### src/rtl/htca_pkg.sv
// ----------------------------------------------------------------------------
// htca_pkg
// Shared types, constants and the microcode table of the humidity and
// temperature conversion and averaging block.
// ----------------------------------------------------------------------------
package htca_pkg;

	// default averaging window
	localparam int WINDOW_SIZE_DEF = 5;

	// temperature conversion: (raw - 3960) / 100 via reciprocal 5243 / 2^19
	localparam int T_OFFSET_RAW   = 3960;
	localparam int K_RECIP100     = 5243;
	localparam int RECIP100_SHIFT = 19;

	// humidity polynomial in signed Q.24
	localparam int  Q_FRAC       = 24;
	localparam int  K_LIN        = 679477;
	localparam int  K_SQ         = 47;
	localparam int  K_COMP_BASE  = 167772;
	localparam int  K_COMP_SLOPE = 1342;
	localparam longint K_OFFSET_Q = 64'd4 << Q_FRAC;
	localparam int  T_REF        = 25;

	// window average: |sum| * ceil(2^17 / window) >> 17
	localparam int AVG_SHIFT = 17;

	// datapath widths
	localparam int A_W    = 15;
	localparam int B_W    = 25;
	localparam int PROD_W = 40;
	localparam int SUM_W  = 12;
	localparam int BC_W   = 23;

	// step counter
	localparam int STEP_W = 4;
	localparam logic [STEP_W-1:0] STEP_IDLE  = 4'd0;
	localparam logic [STEP_W-1:0] STEP_TDIV  = 4'd1;
	localparam logic [STEP_W-1:0] STEP_TSET  = 4'd2;
	localparam logic [STEP_W-1:0] STEP_LIN   = 4'd3;
	localparam logic [STEP_W-1:0] STEP_QUAD  = 4'd4;
	localparam logic [STEP_W-1:0] STEP_COMP  = 4'd5;
	localparam logic [STEP_W-1:0] STEP_ADD   = 4'd6;
	localparam logic [STEP_W-1:0] STEP_HSET  = 4'd7;
	localparam logic [STEP_W-1:0] STEP_ACCUM = 4'd8;
	localparam logic [STEP_W-1:0] STEP_AVGT  = 4'd9;
	localparam logic [STEP_W-1:0] STEP_AVGTS = 4'd10;
	localparam logic [STEP_W-1:0] STEP_AVGHS = 4'd11;
	localparam logic [STEP_W-1:0] STEP_OUT   = 4'd12;

	// multiplier operand a
	typedef enum logic [2:0] {
		A_ABSD     = 3'd0,
		A_H        = 3'd1,
		A_TREL     = 3'd2,
		A_ABS_TSUM = 3'd3,
		A_ABS_HSUM = 3'd4
	} a_sel_t;

	// multiplier operand b
	typedef enum logic [2:0] {
		B_RECIP100 = 3'd0,
		B_KSQ      = 3'd1,
		B_KSLOPE   = 3'd2,
		B_ACC      = 3'd3,
		B_BCOEF    = 3'd4,
		B_RECIPW   = 3'd5
	} b_sel_t;

	// accumulator operation
	typedef enum logic [1:0] {
		ACC_HOLD     = 2'd0,
		ACC_KLIN_SUB = 2'd1,
		ACC_PROD_OFS = 2'd2,
		ACC_ADD_PROD = 2'd3
	} acc_op_t;

	// register write select
	typedef enum logic [2:0] {
		WR_NONE  = 3'd0,
		WR_T     = 3'd1,
		WR_B     = 3'd2,
		WR_HUM   = 3'd3,
		WR_SUMS  = 3'd4,
		WR_AVG_T = 3'd5,
		WR_AVG_H = 3'd6
	} wr_sel_t;

	// jump condition
	typedef enum logic [2:0] {
		JC_NEVER    = 3'd0,
		JC_NO_INPUT = 3'd1,
		JC_NOT_DONE = 3'd2,
		JC_OUT_BUSY = 3'd3,
		JC_ALWAYS   = 3'd4
	} jc_t;

	// one control word
	typedef struct packed {
		logic              take_in;
		logic              load_out;
		a_sel_t            a_sel;
		b_sel_t            b_sel;
		acc_op_t           acc_op;
		wr_sel_t           wr_sel;
		jc_t               jc;
		logic [STEP_W-1:0] target;
		logic              last;
	} ctrl_t;

	// status back to the sequencer
	typedef struct packed {
		logic out_busy;
		logic window_end;
	} stat_t;

	// microcode table
	function automatic ctrl_t ucode(input logic [STEP_W-1:0] step);
		ctrl_t cw;
		cw = '0;
		unique case (step)
			STEP_IDLE: begin
				cw.take_in = 1'b1;
				cw.jc      = JC_NO_INPUT;
				cw.target  = STEP_IDLE;
			end
			STEP_TDIV: begin
				cw.a_sel = A_ABSD;
				cw.b_sel = B_RECIP100;
			end
			STEP_TSET: begin
				cw.wr_sel = WR_T;
				cw.a_sel  = A_H;
				cw.b_sel  = B_KSQ;
			end
			STEP_LIN: begin
				cw.acc_op = ACC_KLIN_SUB;
				cw.a_sel  = A_H;
				cw.b_sel  = B_KSLOPE;
			end
			STEP_QUAD: begin
				cw.wr_sel = WR_B;
				cw.a_sel  = A_H;
				cw.b_sel  = B_ACC;
			end
			STEP_COMP: begin
				cw.acc_op = ACC_PROD_OFS;
				cw.a_sel  = A_TREL;
				cw.b_sel  = B_BCOEF;
			end
			STEP_ADD: begin
				cw.acc_op = ACC_ADD_PROD;
			end
			STEP_HSET: begin
				cw.wr_sel = WR_HUM;
			end
			STEP_ACCUM: begin
				cw.wr_sel = WR_SUMS;
				cw.jc     = JC_NOT_DONE;
				cw.target = STEP_OUT;
			end
			STEP_AVGT: begin
				cw.a_sel = A_ABS_TSUM;
				cw.b_sel = B_RECIPW;
			end
			STEP_AVGTS: begin
				cw.wr_sel = WR_AVG_T;
				cw.a_sel  = A_ABS_HSUM;
				cw.b_sel  = B_RECIPW;
			end
			STEP_AVGHS: begin
				cw.wr_sel = WR_AVG_H;
			end
			STEP_OUT: begin
				cw.load_out = 1'b1;
				cw.jc       = JC_OUT_BUSY;
				cw.target   = STEP_OUT;
				cw.last     = 1'b1;
			end
			default: begin
				cw.jc     = JC_ALWAYS;
				cw.target = STEP_IDLE;
			end
		endcase
		return cw;
	endfunction

endpackage

### src/rtl/htca_sequencer.sv
// ----------------------------------------------------------------------------
// htca_sequencer
// Step counter with conditional jumps; reads one control word per step
// from the microcode table.
// ----------------------------------------------------------------------------
module htca_sequencer (
	input  logic            clk,
	input  logic            arst_n,
	input  logic            in_valid,
	input  htca_pkg::stat_t stat,
	output htca_pkg::ctrl_t cw
);

	logic [htca_pkg::STEP_W-1:0] pc_q;
	logic                        jump;

	// control word of the current step
	assign cw = htca_pkg::ucode(pc_q);

	// jump condition decode
	always_comb begin
		unique case (cw.jc)
			htca_pkg::JC_NEVER:    jump = 1'b0;
			htca_pkg::JC_NO_INPUT: jump = !in_valid;
			htca_pkg::JC_NOT_DONE: jump = !stat.window_end;
			htca_pkg::JC_OUT_BUSY: jump = stat.out_busy;
			htca_pkg::JC_ALWAYS:   jump = 1'b1;
			default:               jump = 1'b0;
		endcase
	end

	// step counter
	always_ff @(posedge clk or negedge arst_n) begin
		if (!arst_n) begin
			pc_q <= htca_pkg::STEP_IDLE;
		end else if (jump) begin
			pc_q <= cw.target;
		end else if (cw.last) begin
			pc_q <= htca_pkg::STEP_IDLE;
		end else begin
			pc_q <= pc_q + 1'b1;
		end
	end

	// an accepted item always starts the temperature step
	a_take_starts: assert property (@(posedge clk) disable iff (!arst_n)
		(cw.take_in && in_valid) |=> (pc_q == htca_pkg::STEP_TDIV))
		else $error("sequencer did not start after taking an item");

endmodule

### src/rtl/htca_datapath.sv
// ----------------------------------------------------------------------------
// htca_datapath
// Shared multiplier, accumulator, result registers, window sums and the
// output register, all steered by the control word.
// ----------------------------------------------------------------------------
module htca_datapath #(
	parameter int WINDOW_SIZE = htca_pkg::WINDOW_SIZE_DEF
) (
	input  logic              clk,
	input  logic              arst_n,
	input  htca_pkg::ctrl_t   cw,
	output htca_pkg::stat_t   stat,
	input  logic              in_valid,
	input  logic [13:0]       raw_temperature,
	input  logic [11:0]       raw_humidity,
	output logic              out_valid,
	input  logic              out_ready,
	output logic signed [7:0] temperature_c,
	output logic signed [8:0] humidity_pct,
	output logic              average_valid,
	output logic signed [7:0] average_temperature,
	output logic signed [8:0] average_humidity
);

	localparam int CNT_W   = $clog2(WINDOW_SIZE + 1);
	localparam int RECIP_W = ((1 << htca_pkg::AVG_SHIFT) + WINDOW_SIZE - 1) / WINDOW_SIZE;
	localparam logic [CNT_W-1:0] CNT_LAST = CNT_W'(WINDOW_SIZE - 1);
	localparam int SW = htca_pkg::SUM_W;

	// sample registers
	logic                           d_neg_q;
	logic [13:0]                    absd_q;
	logic [11:0]                    rh_q;
	// arithmetic
	logic signed [htca_pkg::A_W-1:0]    a_op;
	logic signed [htca_pkg::B_W-1:0]    b_op;
	logic signed [htca_pkg::PROD_W-1:0] prod_q;
	logic signed [htca_pkg::PROD_W-1:0] acc_q;
	logic signed [htca_pkg::PROD_W-1:0] acc_rnd;
	logic [htca_pkg::BC_W-1:0]          b_q;
	logic [8:0]                         trel;
	logic [7:0]                         tq;
	// results
	logic [7:0]                     t_q;
	logic [8:0]                     hum_q;
	logic [7:0]                     avg_t_q;
	logic [8:0]                     avg_h_q;
	// window state
	logic [SW-1:0]                  tsum_q;
	logic [SW-1:0]                  hsum_q;
	logic [SW-1:0]                  tsum_mag;
	logic [SW-1:0]                  hsum_mag;
	logic [SW-1:0]                  avg_mag;
	logic [SW-1:0]                  avg_val;
	logic [CNT_W-1:0]               sample_count_q;
	logic                           done_q;
	logic                           window_end;
	// handshake
	logic                           in_take;
	logic                           out_load;
	logic                           out_valid_q;
	logic [7:0]                     temp_out_q;
	logic [8:0]                     hum_out_q;
	logic                           avg_valid_q;
	logic [7:0]                     avg_t_out_q;
	logic [8:0]                     avg_h_out_q;

	assign in_take         = cw.take_in && in_valid;
	assign stat.out_busy   = out_valid_q && !out_ready;
	assign out_load        = cw.load_out && !stat.out_busy;
	assign window_end      = (sample_count_q == CNT_LAST);
	assign stat.window_end = window_end;

	// operand helpers
	assign trel     = {t_q[7], t_q} - 9'(htca_pkg::T_REF);
	assign tsum_mag = tsum_q[SW-1] ? (~tsum_q + 1'b1) : tsum_q;
	assign hsum_mag = hsum_q[SW-1] ? (~hsum_q + 1'b1) : hsum_q;
	assign tq       = prod_q[htca_pkg::RECIP100_SHIFT +: 8];
	assign avg_mag  = prod_q[htca_pkg::AVG_SHIFT +: SW];

	// operand a select
	always_comb begin
		unique case (cw.a_sel)
			htca_pkg::A_ABSD:     a_op = {1'b0, absd_q};
			htca_pkg::A_H:        a_op = {3'b000, rh_q};
			htca_pkg::A_TREL:     a_op = {{6{trel[8]}}, trel};
			htca_pkg::A_ABS_TSUM: a_op = {3'b000, tsum_mag};
			htca_pkg::A_ABS_HSUM: a_op = {3'b000, hsum_mag};
			default:              a_op = '0;
		endcase
	end

	// operand b select
	always_comb begin
		unique case (cw.b_sel)
			htca_pkg::B_RECIP100: b_op = htca_pkg::B_W'(htca_pkg::K_RECIP100);
			htca_pkg::B_KSQ:      b_op = htca_pkg::B_W'(htca_pkg::K_SQ);
			htca_pkg::B_KSLOPE:   b_op = htca_pkg::B_W'(htca_pkg::K_COMP_SLOPE);
			htca_pkg::B_ACC:      b_op = {1'b0, acc_q[23:0]};
			htca_pkg::B_BCOEF:    b_op = {2'b00, b_q};
			htca_pkg::B_RECIPW:   b_op = htca_pkg::B_W'(RECIP_W);
			default:              b_op = '0;
		endcase
	end

	// shared multiplier, registered
	always_ff @(posedge clk) begin
		prod_q <= htca_pkg::PROD_W'(a_op * b_op);
	end

	// accumulator
	always_ff @(posedge clk) begin
		case (cw.acc_op)
			htca_pkg::ACC_KLIN_SUB: acc_q <= htca_pkg::PROD_W'(htca_pkg::K_LIN) - prod_q;
			htca_pkg::ACC_PROD_OFS: acc_q <= prod_q - htca_pkg::PROD_W'(htca_pkg::K_OFFSET_Q);
			htca_pkg::ACC_ADD_PROD: acc_q <= acc_q + prod_q;
			default:                acc_q <= acc_q;
		endcase
	end

	// truncate toward zero on the Q.24 result
	assign acc_rnd = acc_q + (acc_q[htca_pkg::PROD_W-1] ?
		htca_pkg::PROD_W'((64'd1 << htca_pkg::Q_FRAC) - 64'd1) : '0);

	// sign applied to the window average magnitude
	always_comb begin
		if (cw.wr_sel == htca_pkg::WR_AVG_H) begin
			avg_val = hsum_q[SW-1] ? (~avg_mag + 1'b1) : avg_mag;
		end else begin
			avg_val = tsum_q[SW-1] ? (~avg_mag + 1'b1) : avg_mag;
		end
	end

	// input capture and result registers
	always_ff @(posedge clk) begin
		if (in_take) begin
			d_neg_q <= (raw_temperature < 14'(htca_pkg::T_OFFSET_RAW));
			absd_q  <= (raw_temperature < 14'(htca_pkg::T_OFFSET_RAW)) ?
				(14'(htca_pkg::T_OFFSET_RAW) - raw_temperature) :
				(raw_temperature - 14'(htca_pkg::T_OFFSET_RAW));
			rh_q    <= raw_humidity;
			avg_t_q <= '0;
			avg_h_q <= '0;
		end else begin
			case (cw.wr_sel)
				htca_pkg::WR_T:     t_q     <= d_neg_q ? (~tq + 1'b1) : tq;
				htca_pkg::WR_B:     b_q     <= prod_q[htca_pkg::BC_W-1:0]
					+ htca_pkg::BC_W'(htca_pkg::K_COMP_BASE);
				htca_pkg::WR_HUM:   hum_q   <= acc_rnd[htca_pkg::Q_FRAC +: 9];
				htca_pkg::WR_AVG_T: avg_t_q <= avg_val[7:0];
				htca_pkg::WR_AVG_H: avg_h_q <= avg_val[8:0];
				default: ;
			endcase
		end
	end

	// window sums and sample count
	always_ff @(posedge clk or negedge arst_n) begin
		if (!arst_n) begin
			tsum_q         <= '0;
			hsum_q         <= '0;
			sample_count_q <= '0;
			done_q         <= 1'b0;
		end else if (cw.wr_sel == htca_pkg::WR_SUMS) begin
			tsum_q         <= tsum_q + {{(SW-8){t_q[7]}}, t_q};
			hsum_q         <= hsum_q + {{(SW-9){hum_q[8]}}, hum_q};
			sample_count_q <= window_end ? '0 : sample_count_q + 1'b1;
			done_q         <= window_end;
		end else if (cw.wr_sel == htca_pkg::WR_AVG_H) begin
			tsum_q <= '0;
			hsum_q <= '0;
		end
	end

	// output register
	always_ff @(posedge clk or negedge arst_n) begin
		if (!arst_n) begin
			out_valid_q <= 1'b0;
		end else if (out_load) begin
			out_valid_q <= 1'b1;
		end else if (out_ready) begin
			out_valid_q <= 1'b0;
		end
	end

	always_ff @(posedge clk) begin
		if (out_load) begin
			temp_out_q  <= t_q;
			hum_out_q   <= hum_q;
			avg_valid_q <= done_q;
			avg_t_out_q <= avg_t_q;
			avg_h_out_q <= avg_h_q;
		end
	end

	assign out_valid           = out_valid_q;
	assign temperature_c       = temp_out_q;
	assign humidity_pct        = hum_out_q;
	assign average_valid       = avg_valid_q;
	assign average_temperature = avg_t_out_q;
	assign average_humidity    = avg_h_out_q;

	// sample count stays inside the window
	a_count_range: assert property (@(posedge clk) disable iff (!arst_n)
		sample_count_q <= CNT_LAST)
		else $error("sample count ran past the window");

	// averages read zero unless a window completes
	a_avg_zero: assert property (@(posedge clk) disable iff (!arst_n)
		(out_valid_q && !avg_valid_q) |-> (avg_t_out_q == '0 && avg_h_out_q == '0))
		else $error("nonzero average outside a window end");

	// converted temperature stays in the sensor range
	a_temp_range: assert property (@(posedge clk) disable iff (!arst_n)
		out_valid_q |-> ($signed(temp_out_q) >= -8'sd40 && $signed(temp_out_q) <= 8'sd124))
		else $error("temperature conversion out of range");

endmodule

### src/rtl/humidity_temp_convert_average_top.sv
// A result passes through the conversion steps and, at a window end, the averaging
// steps before it is loaded into the output register; a new item is taken only in
// the idle step. The one shared multiplier is used once per microcode step.
// A waiting result holds the sequencer in its output step until it is taken.
// Reset (arst_n low, asynchronous) clears the step counter, sums, count and out_valid.
// ----------------------------------------------------------------------------
// humidity_temp_convert_average_top
// Converts raw temperature and humidity counts, compensates humidity and
// gives window averages; a microcoded sequencer drives a shared datapath.
// ----------------------------------------------------------------------------
module humidity_temp_convert_average_top #(
	parameter int WINDOW_SIZE = htca_pkg::WINDOW_SIZE_DEF
) (
	input  logic              clk,
	input  logic              arst_n,
	input  logic              in_valid,
	output logic              in_ready,
	input  logic [13:0]       raw_temperature,
	input  logic [11:0]       raw_humidity,
	output logic              out_valid,
	input  logic              out_ready,
	output logic signed [7:0] temperature_c,
	output logic signed [8:0] humidity_pct,
	output logic              average_valid,
	output logic signed [7:0] average_temperature,
	output logic signed [8:0] average_humidity
);

	htca_pkg::ctrl_t cw;
	htca_pkg::stat_t stat;

	// item taken only in the idle step
	assign in_ready = cw.take_in;

	// step counter and microcode
	htca_sequencer u_seq (
		.clk      (clk),
		.arst_n   (arst_n),
		.in_valid (in_valid),
		.stat     (stat),
		.cw       (cw)
	);

	// arithmetic and output register
	htca_datapath #(
		.WINDOW_SIZE (WINDOW_SIZE)
	) u_dp (
		.clk                 (clk),
		.arst_n              (arst_n),
		.cw                  (cw),
		.stat                (stat),
		.in_valid            (in_valid),
		.raw_temperature     (raw_temperature),
		.raw_humidity        (raw_humidity),
		.out_valid           (out_valid),
		.out_ready           (out_ready),
		.temperature_c       (temperature_c),
		.humidity_pct        (humidity_pct),
		.average_valid       (average_valid),
		.average_temperature (average_temperature),
		.average_humidity    (average_humidity)
	);

endmodule

### config.mk
export PLATFORM = sky130hd
export DESIGN_NAME = humidity_temp_convert_average_top
export DESIGN_NICKNAME = d
export VERILOG_FILES = /design/src/rtl/htca_pkg.sv /design/src/rtl/htca_sequencer.sv /design/src/rtl/htca_datapath.sv /design/src/rtl/humidity_temp_convert_average_top.sv
export SDC_FILE = /design/constraint.sdc
export NUM_CORES = 1
export LEC_CHECK = 0
export BUFFER_PORTS_ARGS = -buffer_cell sky130_fd_sc_hd__buf_4
export CAP_MARGIN = 10
export CORE_MARGIN = 4
export CORE_UTILIZATION = 55
export DETAILED_ROUTE_END_ITERATION = 8
export PLACE_DENSITY_LB_ADDON = 0.15
export SETUP_SLACK_MARGIN = 0.1
export SLEW_MARGIN = 30
export SYNTH_ARGS = -nofsm -noshare
export SYNTH_HDL_FRONTEND = slang
export SYNTH_SLANG_ARGS = --single-unit
### constraint.sdc
create_clock -name clk -period 23.4 [get_ports clk]
set_clock_uncertainty 0.05 [all_clocks]
set_input_delay 1.17 -clock clk [delete_from_list [all_inputs] [get_ports clk]]
set_output_delay 1.17 -clock clk [all_outputs]
set_load 0.02 [all_outputs]
* Word level (Yosys, flattened, before mapping) *
Cells that the tools add are included.

storage, ports and cells
  output and inout port bits = 37
  word-level logic and storage cells = 122
  flip-flop bits (word level) = 232
  bits in writable memories = 0
  latch bits = 0
  input port bits = 30
  memories kept = 0
  memory bits (read-only) = 0

operators by class
  reductions and logical operators = 17
  eq/ne operators = 35
  shift-type cells = 0
  divide/modulo/power cells = 0
  multiply operators = 1
  bitwise logic cells = 5
  multiplexer cells = 26
  order comparisons = 1
  add/subtract/negate cells = 16

operators with widths
  cell                                                                     count
  24-bit one-hot mux with 6 select lines                                   1
  40-bit one-hot mux with 3 select lines                                   1
  15-bit one-hot mux with 5 select lines                                   1
  12-bit two-way mux                                                       5
  40-bit adder                                                             1
  15-bit by 25-bit multiplier with 40-bit output                           1
  21-bit by 40-bit subtractor with 40-bit output (first input constant)    1
  40-bit by 28-bit subtractor with 40-bit output (second input constant)   1
  6-bit one-hot mux with 6 select lines                                    1
  33-bit adder                                                             1
  7-bit one-hot mux with 4 select lines                                    1
  9-bit two-way mux                                                        3
  12-bit by 1-bit adder with 12-bit output (second input constant)         2
  12-bit adder                                                             2
  3-bit by 2-bit equality test with 1-bit output (second input constant)   8
  3-bit equality test (second input constant)                              8
  24-bit two-way mux                                                       1
  12-bit inverter                                                          2
  23-bit by 18-bit adder with 23-bit output (second input constant)        1
  4-bit equality test (second input constant)                              5
  3-bit one-hot mux with 6 select lines                                    1
  4-bit by 3-bit equality test with 1-bit output (second input constant)   4
  14-bit by 12-bit < comparator with 1-bit output (second input constant)  1
  14-bit two-way mux                                                       1
  other kinds (29)                                                         47

* Longest topological paths before layout *
Gate-level depths: netlist of the first run.

  word-level depth = 6
  gate-level depth with buffers = 33
  mapped depth without buffers = 31

* By module *
From an unflattened synthesis of the first run, not the netlist that was laid out.

unflattened totals
  cells, all modules = 2989
  area total of the unflattened synthesis = 26885.8 um2

modules (own cells, without submodules)
  module          area each (um2)  cells an instance  seq. area each (um2)  instances
  htca_datapath   26379.0          2918               6130.9                1
  htca_sequencer  506.7            71                 100.1                 1

* Worst setup path after synthesis of the first run *
OpenSTA, ideal clock, no wires.

  path kind = flip-flop to flip-flop
  start point = register u_seq.pc_q[0] (netlist bit)
  end point = register u_dp.prod_q[29] (netlist bit)
  data required time = 23.278 ns
  slack = 15.416 ns
  buffers on the path = 3
  arrival time = 7.862 ns
  setup time = 0.072 ns
  stages on the path, launching flop included = 34
  period minus slack after synthesis = 7.984 ns
  path through = dfrtp_1 > inv_1 > ha_1 > clkbuf_1 > nand2_1 > o22a_1 > nor2_1 > clkbuf_1 > a221oi_1 > o21ai_0 > o21bai_1 > clkbuf_1 > nand2_1 > fa_1 > inv_1 > fa_1 > inv_1 > fa_1 > inv_1 > fa_1 > fa_1 > inv_1 > fa_1 > inv_1 > ha_1 > nand4_1 > nor4_1 > nor3_1 > nand2_1 > a221oi_1 > o21ai_0 > a221o_1 > a21oi_1 > xnor2_1

on the way
  word-level cells in the longest chain between the ends = 5
  elaborated cells between the ends (all ways) = 21
  those cells by class = mul: 1; eq/ne: 15; mux: 3; reduce/logical: 2

RTL lines
  item                                                                                                     RTL line                                  text
  start, declared                                                                                          htca_sequencer.sv:14                      logic [htca_pkg::STEP_W-1:0] pc_q;
  start signal, assigned                                                                                   htca_sequencer.sv:35                      pc_q <= htca_pkg::STEP_IDLE;
  start signal, assigned                                                                                   htca_sequencer.sv:37                      pc_q <= cw.target;
  start signal, assigned                                                                                   htca_sequencer.sv:39                      pc_q <= htca_pkg::STEP_IDLE;
  4-bit equality test, or another cell as far along                                                        htca_pkg.sv:121                           unique case (step)
  6-bit one-hot mux with 6 select lines *                                                                  htca_pkg.sv:121
  3-bit equality test, or another cell as far along                                                        htca_datapath.sv:95                       unique case (cw.b_sel)
  24-bit one-hot mux with 6 select lines / 15-bit one-hot mux with 5 select lines (equally long branches)  htca_datapath.sv:95, htca_datapath.sv:83
  15-bit by 25-bit multiplier with 40-bit output *                                                         htca_datapath.sv:108                      prod_q <= htca_pkg::PROD_W'(a_op * b_op);
  end signal, assigned                                                                                     htca_datapath.sv:108
  end, declared                                                                                            htca_datapath.sv:37                       logic signed [htca_pkg::PROD_W-1:0] prod_q;

Mark *: on every way between the ends. The rest lies on a longest branch, timed or not.
A chain may end at the register's enable or synchronous reset.

* Worst setup path after layout of the first run *
  start point = register u_seq.pc_q[3] (netlist bit)
  end point = register u_dp.prod_q[29] (netlist bit)

Same word-level chain as after synthesis.

==> flow_metrics.tcl, run 1 <==
set metrics [dict create \
    first_pass_iters 7 \
    yosysTopAreaCellShare_pct 21.76 \
    async_reset_ff_share_pct 14.22 \
    critPathSlowestCell "dfrtp_1" \
    relSlewSlack_pct 35.69 \
    io_pins 67 \
    drtIter0Drc 1879 \
    grt_pass1_wl_microns 121800 \
    yosysSeqAreaShare_pct 23.52 \
    period_share_pct 44.64 \
    die_w_microns 227.5 \
    hpwl_microns 59830 \
    max_stage_delay_ps 760 \
    synth_area_leaders "fa_1 22%, edfxtp_1 16%, ha_1 11%, nand2_1 5.6%, inv_1 5.5%" \
    cts.sinks 232 \
    outcome "completed" \
    hold_viol_final 0 \
    yosysUniqueCellTypes 81 \
    worstSetupStartpointType "flop" \
    overflow 0 \
    maxCapViolations 0 \
    rows 80 \
    min_path_type "flop to flop" \
    post_cts_resized 0 \
    yosys.area.top_type "fa_1" \
    vias 21850 \
    ant_nets 0 \
    grt_start_max_net_pins 41 \
    crit_type "flop to flop" \
    clk_pin_slew_worst_paths_ps 60 \
    r2r_cells 31 \
    diodes 0 \
    numCtsBuffers 26 \
    placed_cells 3554 \
    ys_seq_elements 232 \
    cpMostUsedCell "fa_1" \
    ff2ff_setup_slack_ps 12960 \
    critPathMaxFanout 38 \
    setup_viol 0 \
    drcViolationCount 0 \
    synth_cells 2960 \
    hold_buffers 0 \
    yosysWarnings 0 \
    root_buffer "clkbuf_16" \
    critPathCapture "u_dp.prod_q[29]" \
    cts_setup_buffers 0 \
    crit_path_end_kind "flop" \
    via_per_inst 6.060 \
    antenna_found_initial 0 \
    synthFlopType "edfxtp_1" \
    routedWlPerCell_microns 21.56 \
    synth.most_common_cell "nand2_1" \
    synth_edf_count 142 \
    required_ps 23830 \
    drive_gt1_share_pct 6.421 \
    synth_nets 3516 \
    grtUsageTotal_pct 30.02 \
    core_area_sq_um 47650 \
    die_height_microns 227.5 \
    worst_slew_pin_slew_ps 962.3 \
    finalSetupTns_ps 0 \
    area_growth_pct 8.345 \
    syn-cell-area_sq_um 26490 \
    ctsHtreeMaxLevel 1 \
    nNetsFinal 3526 \
    grt_pass1_vias 22050 \
    tritoncts "done" \
    cp.arrival_ps 10880 \
    fmax_ghz 0.09574 \
    postSynthAreaPerCell_sq_um 8.950 \
    layoutNonFillerInstCount 3605 \
    critPathLaunch "u_seq.pc_q[3]" \
    r2r-end "u_dp.prod_q[29]" \
    io_buffers 66 \
    r2r_start "u_seq.pc_q[3]" \
    rsz0062_at_grt "false" \
    routed_wl_microns 77720 \
    die_area_sq_um 51740 \
    finalWorstPathRequiredPeriod_ps 10440 \
    cts_buffer_depth 3 \
    drv_slew 0 \
    initial_core_util_pct 55.60 \
    gp_congestion 0.9908 \
    ys_top_cells_by_count "395 x nand2_1, 388 x inv_1, 288 x fa_1, 247 x nor2_1, 238 x ha_1" \
    final_util_pct 60.24 \
    clk-insertion-delay-late_ps 560 \
]
[flip-flops by register name (all words and copies together), names as in the netlist, 9 cells and up]
name and count:
u_dp.b_q 23, u_dp.avg_h_q 9, u_dp.rh_q 12, u_dp.absd_q 14, u_dp.acc_q 40, u_dp.hsum_q 12
u_dp.average_humidity 9, u_dp.humidity_pct 9, u_dp.hum_q 9, u_dp.tsum_q 12, u_dp.prod_q 40
[area by class of cell]
cell class                      instances  area [sq um]
Fill cell                            4128         18940
Tap cell                              615         769.5
Multi-Input combinational cell       2215         18440
Clock buffer                           33         728.2
Sequential cell                       232          6231
Timing Repair Buffer                  105         814.5
Inverter                              390          1464
Clock inverter                         15         257.7
[logic make-up after synthesis]
family | synth area share [%]
and+or+nand+nor | 15.20
adders and majority gates | 33.00
AOI/OAI and AO/OA | 14.85
buffers and inverters | 7.311
other | 0.02835
DFF | 23.52
xor gates and xnor gates | 5.620
muxes | 0.4628
[routing by layer]
metal / track usage (%) / vias up / part of all wire, %
li1: - / 9984 / -
met1: 41.25 / 10740 / 42
met2: 49.60 / 932 / 47
met3: 4.165 / 190 / 7.7
met4: 9.858 / 0 / 3.8
met5: 0 / - / 0
[cells in the final DEF (no fill, tap or decap), types with 19 or more instances in the layout]
cell type / count
nand2_1: 394
inv_1: 388
fa_1: 288
nor2_1: 243
ha_1: 238
edfxtp_1: 142
o21ai_0: 139
a21oi_1: 127
xnor2_1: 104
buf_4: 99
xor2_1: 66
a21o_1: 64
dfxtp_1: 57
nand3_1: 42
a211oi_1: 41
nor3_1: 38
dfrtp_1: 33
and2_1: 29
clkbuf_16: 27
and3_1: 22
a22oi_1: 21
or3_1: 21
nor2b_1: 21
nand2b_1: 21
nand4_1: 21
o22ai_1: 19
[critical path: cells and delay by family, from the launching register on]
family | cells | cell delay, ps
adder cells (fa/ha/maj) | 7 | 3190
AND/OR/NAND/NOR | 9 | 2570
AO/OA/AOI/OAI | 6 | 2150
buffers and inverters | 8 | 1490
flip-flops | 1 | 760
XOR/XNOR | 1 | 130
[how the worst min path moves through the flow]
stage	startpoint	endpoint	depth (start not counted)
2_1_floorplan	u_dp.avg_h_q[0]	u_dp.average_humidity[0]	0
3_3_place_gp	u_dp.avg_h_q[4]	u_dp.average_humidity[4]	0
3_5_place_dp	u_dp.avg_t_q[0]	u_dp.average_temperature[0]	0
4_1_cts	u_dp.avg_t_q[0]	u_dp.average_temperature[0]	0
5_1_grt	u_dp.avg_t_q[0]	u_dp.average_temperature[0]	0
6_report	u_dp.avg_t_q[7]	u_dp.average_temperature[7]	0
[stage by stage]
stage               instance area (sq um)  setup WS [ps]  hold WS [ps]
floorplan                           26490          15420         357.6
global placement                    27590          13340         365.1
detailed placement                  27650          12890         367.6
CTS                                 28630          12830         385.2
global route                        28700          12400         390.6
finish                              28700          12960         384.2
Power of run 1 is not shown: default switching activity piles up to over one toggle a cycle in this logic, so the estimate is an artifact.
==> run 2: changes to the inputs <==
==> constraint.sdc (replaced) <==
create_clock -name clk -period 10.5 [get_ports clk]
set_clock_uncertainty 0.05 [all_clocks]
set_input_delay 0.525 -clock clk [delete_from_list [all_inputs] [get_ports clk]]
set_output_delay 0.525 -clock clk [all_outputs]
set_load 0.02 [all_outputs]
==> flow_metrics.tcl, run 2 (synthesis results as in run 1) <==
set metrics [dict create \
    antenna_found_initial 2 \
    rsz0062_at_grt "false" \
    grt_start_max_net_pins 41 \
    first_pass_iters 6 \
    worstSetupStartpointType "flop" \
    finalSetupTns_ps 0 \
    hpwl_microns 60120 \
    clk-insertion-delay-late_ps 560 \
    finalWorstPathRequiredPeriod_ps 9605 \
    die_height_microns 227.5 \
    grt_pass1_vias 22180 \
    drtIter0Drc 1742 \
    numCtsBuffers 25 \
    crit_path_end_kind "flop" \
    core_area_sq_um 47650 \
    fin_area_sq_um 28690 \
    min_path_cells 1 \
    relSlewSlack_pct 31.02 \
    tritoncts "done" \
    routed_wl_microns 78370 \
    rows 80 \
    initial_core_util_pct 55.60 \
    drive_gt1_share_pct 6.451 \
    maxCapViolations 0 \
    final_common_cell "nand2_1" \
    cts.sinks 232 \
    period_share_pct 91.47 \
    final_cell_mix "394 x nand2_1, 388 x inv_1, 288 x fa_1, 243 x nor2_1, 238 x ha_1" \
    cts_buffer_depth 3 \
    die_w_microns 227.5 \
    critPathMaxFanout 18 \
    diodes 0 \
    ant_nets 0 \
    max_stage_delay_ps 610 \
    crit_type "flop to flop" \
    critPathSlowestCell "nor2_1" \
    fmax_ghz 0.1041 \
    drv_slew 0 \
    required_ps 10930 \
    grtUsageTotal_pct 30.52 \
    min_path_type "input pin to flop" \
    placed_cell_area_sq_um 27690 \
    vias 22000 \
    setup_viol 0 \
    hold_viol_final 0 \
    r2r_cells 30 \
    drcViolationCount 0 \
    clk_pin_slew_worst_paths_ps 60 \
    die_area_sq_um 51740 \
    routedWlPerCell_microns 21.73 \
    holdWs_ps 94.79 \
    nNetsFinal 3529 \
    area_growth_pct 8.298 \
    gp_congestion 0.9594 \
    io_buffers 66 \
    largestRegisters "u_dp.acc_q (40), u_dp.prod_q (40), u_dp.b_q (23)" \
    ctsHtreeMaxLevel 1 \
    via_per_inst 6.100 \
    cp.arrival_ps 10030 \
    outcome "completed" \
    overflow 0 \
    io_pins 67 \
    grt_pass1_wl_microns 123400 \
    worst_slew_pin_slew_ps 1028 \
    root_buffer "clkbuf_16" \
]
==> run 2: cell types whose count changed in the layout (fill, tap and decap cells not counted), moves of 2 or more <==
| cell | change |
|---|---|
| buf_4 | +7 |
| buf_2 | -3 |
| clkbuf_8 | -3 |
| inv_6 | +3 |
| clkbuf_16 | -2 |
| clkinv_1 | -2 |
==> run 2: stage by stage <==
step                      utilization [%]  worst slack, ps  cells
final                               60.22            895.4   3607
after global routing                60.22            356.1   3607
after CTS                           60.15             1076   3606
after detailed placement            58.11             1135   3559
after global placement              58.01             1279   3558
after floorplan                         -             2516   2960
==> run 2: per-layer routing <==
metal	GRT usage (%)	part of all wire [%]
met1	40.77	42
met2	48.65	45
met3	6.912	8.4
met4	12.20	4.7
met5	0	0
==> run 2: final cells by class <==
class                           instances  area, sq um
Clock buffer                           29        650.6
Tap cell                              615        769.5
Timing Repair Buffer                  109        848.3
Multi-Input combinational cell       2215        18420
Sequential cell                       232         6231
Inverter                              390         1464
Fill cell                            4131        18950
Clock inverter                         17        307.8
==> run 2: final timing paths <==
path | start | to | slack (ps)
max in group asynchronous | arst_n | u_seq.pc_q[0] | 9640
min reg2reg | u_dp.avg_t_q[3] | u_dp.average_temperature[3] | 390
min in group asynchronous | arst_n | u_dp.tsum_q[11] | 430
max | u_seq.pc_q[0] | u_dp.prod_q[29] | 900
max reg2reg | u_seq.pc_q[0] | u_dp.prod_q[29] | 900
min | raw_humidity[9] | u_dp.rh_q[9] | 90
==> run 2: timing repair <==
| item | 4_1_cts | 5_1_grt |
|---|---|---|
| endpoints found under the hold margin | 33 | 0 |
| gates resized for setup | 0 | 0 |
| setup buffers | 0 | 0 |
| hold buffers | 1 | 0 |
==> run 2: critical path, delay by kind of cell, from the launching register on <==
kind,cells,cell delay (ps)
AOI/OAI and AO/OA,6,2050
xor gates and xnor gates,1,130
adders and majority gates,8,3940
buffers and inverters,7,690
DFF,1,400
and+or+nand+nor,8,2240
Power of run 2 is left out for the same reason.
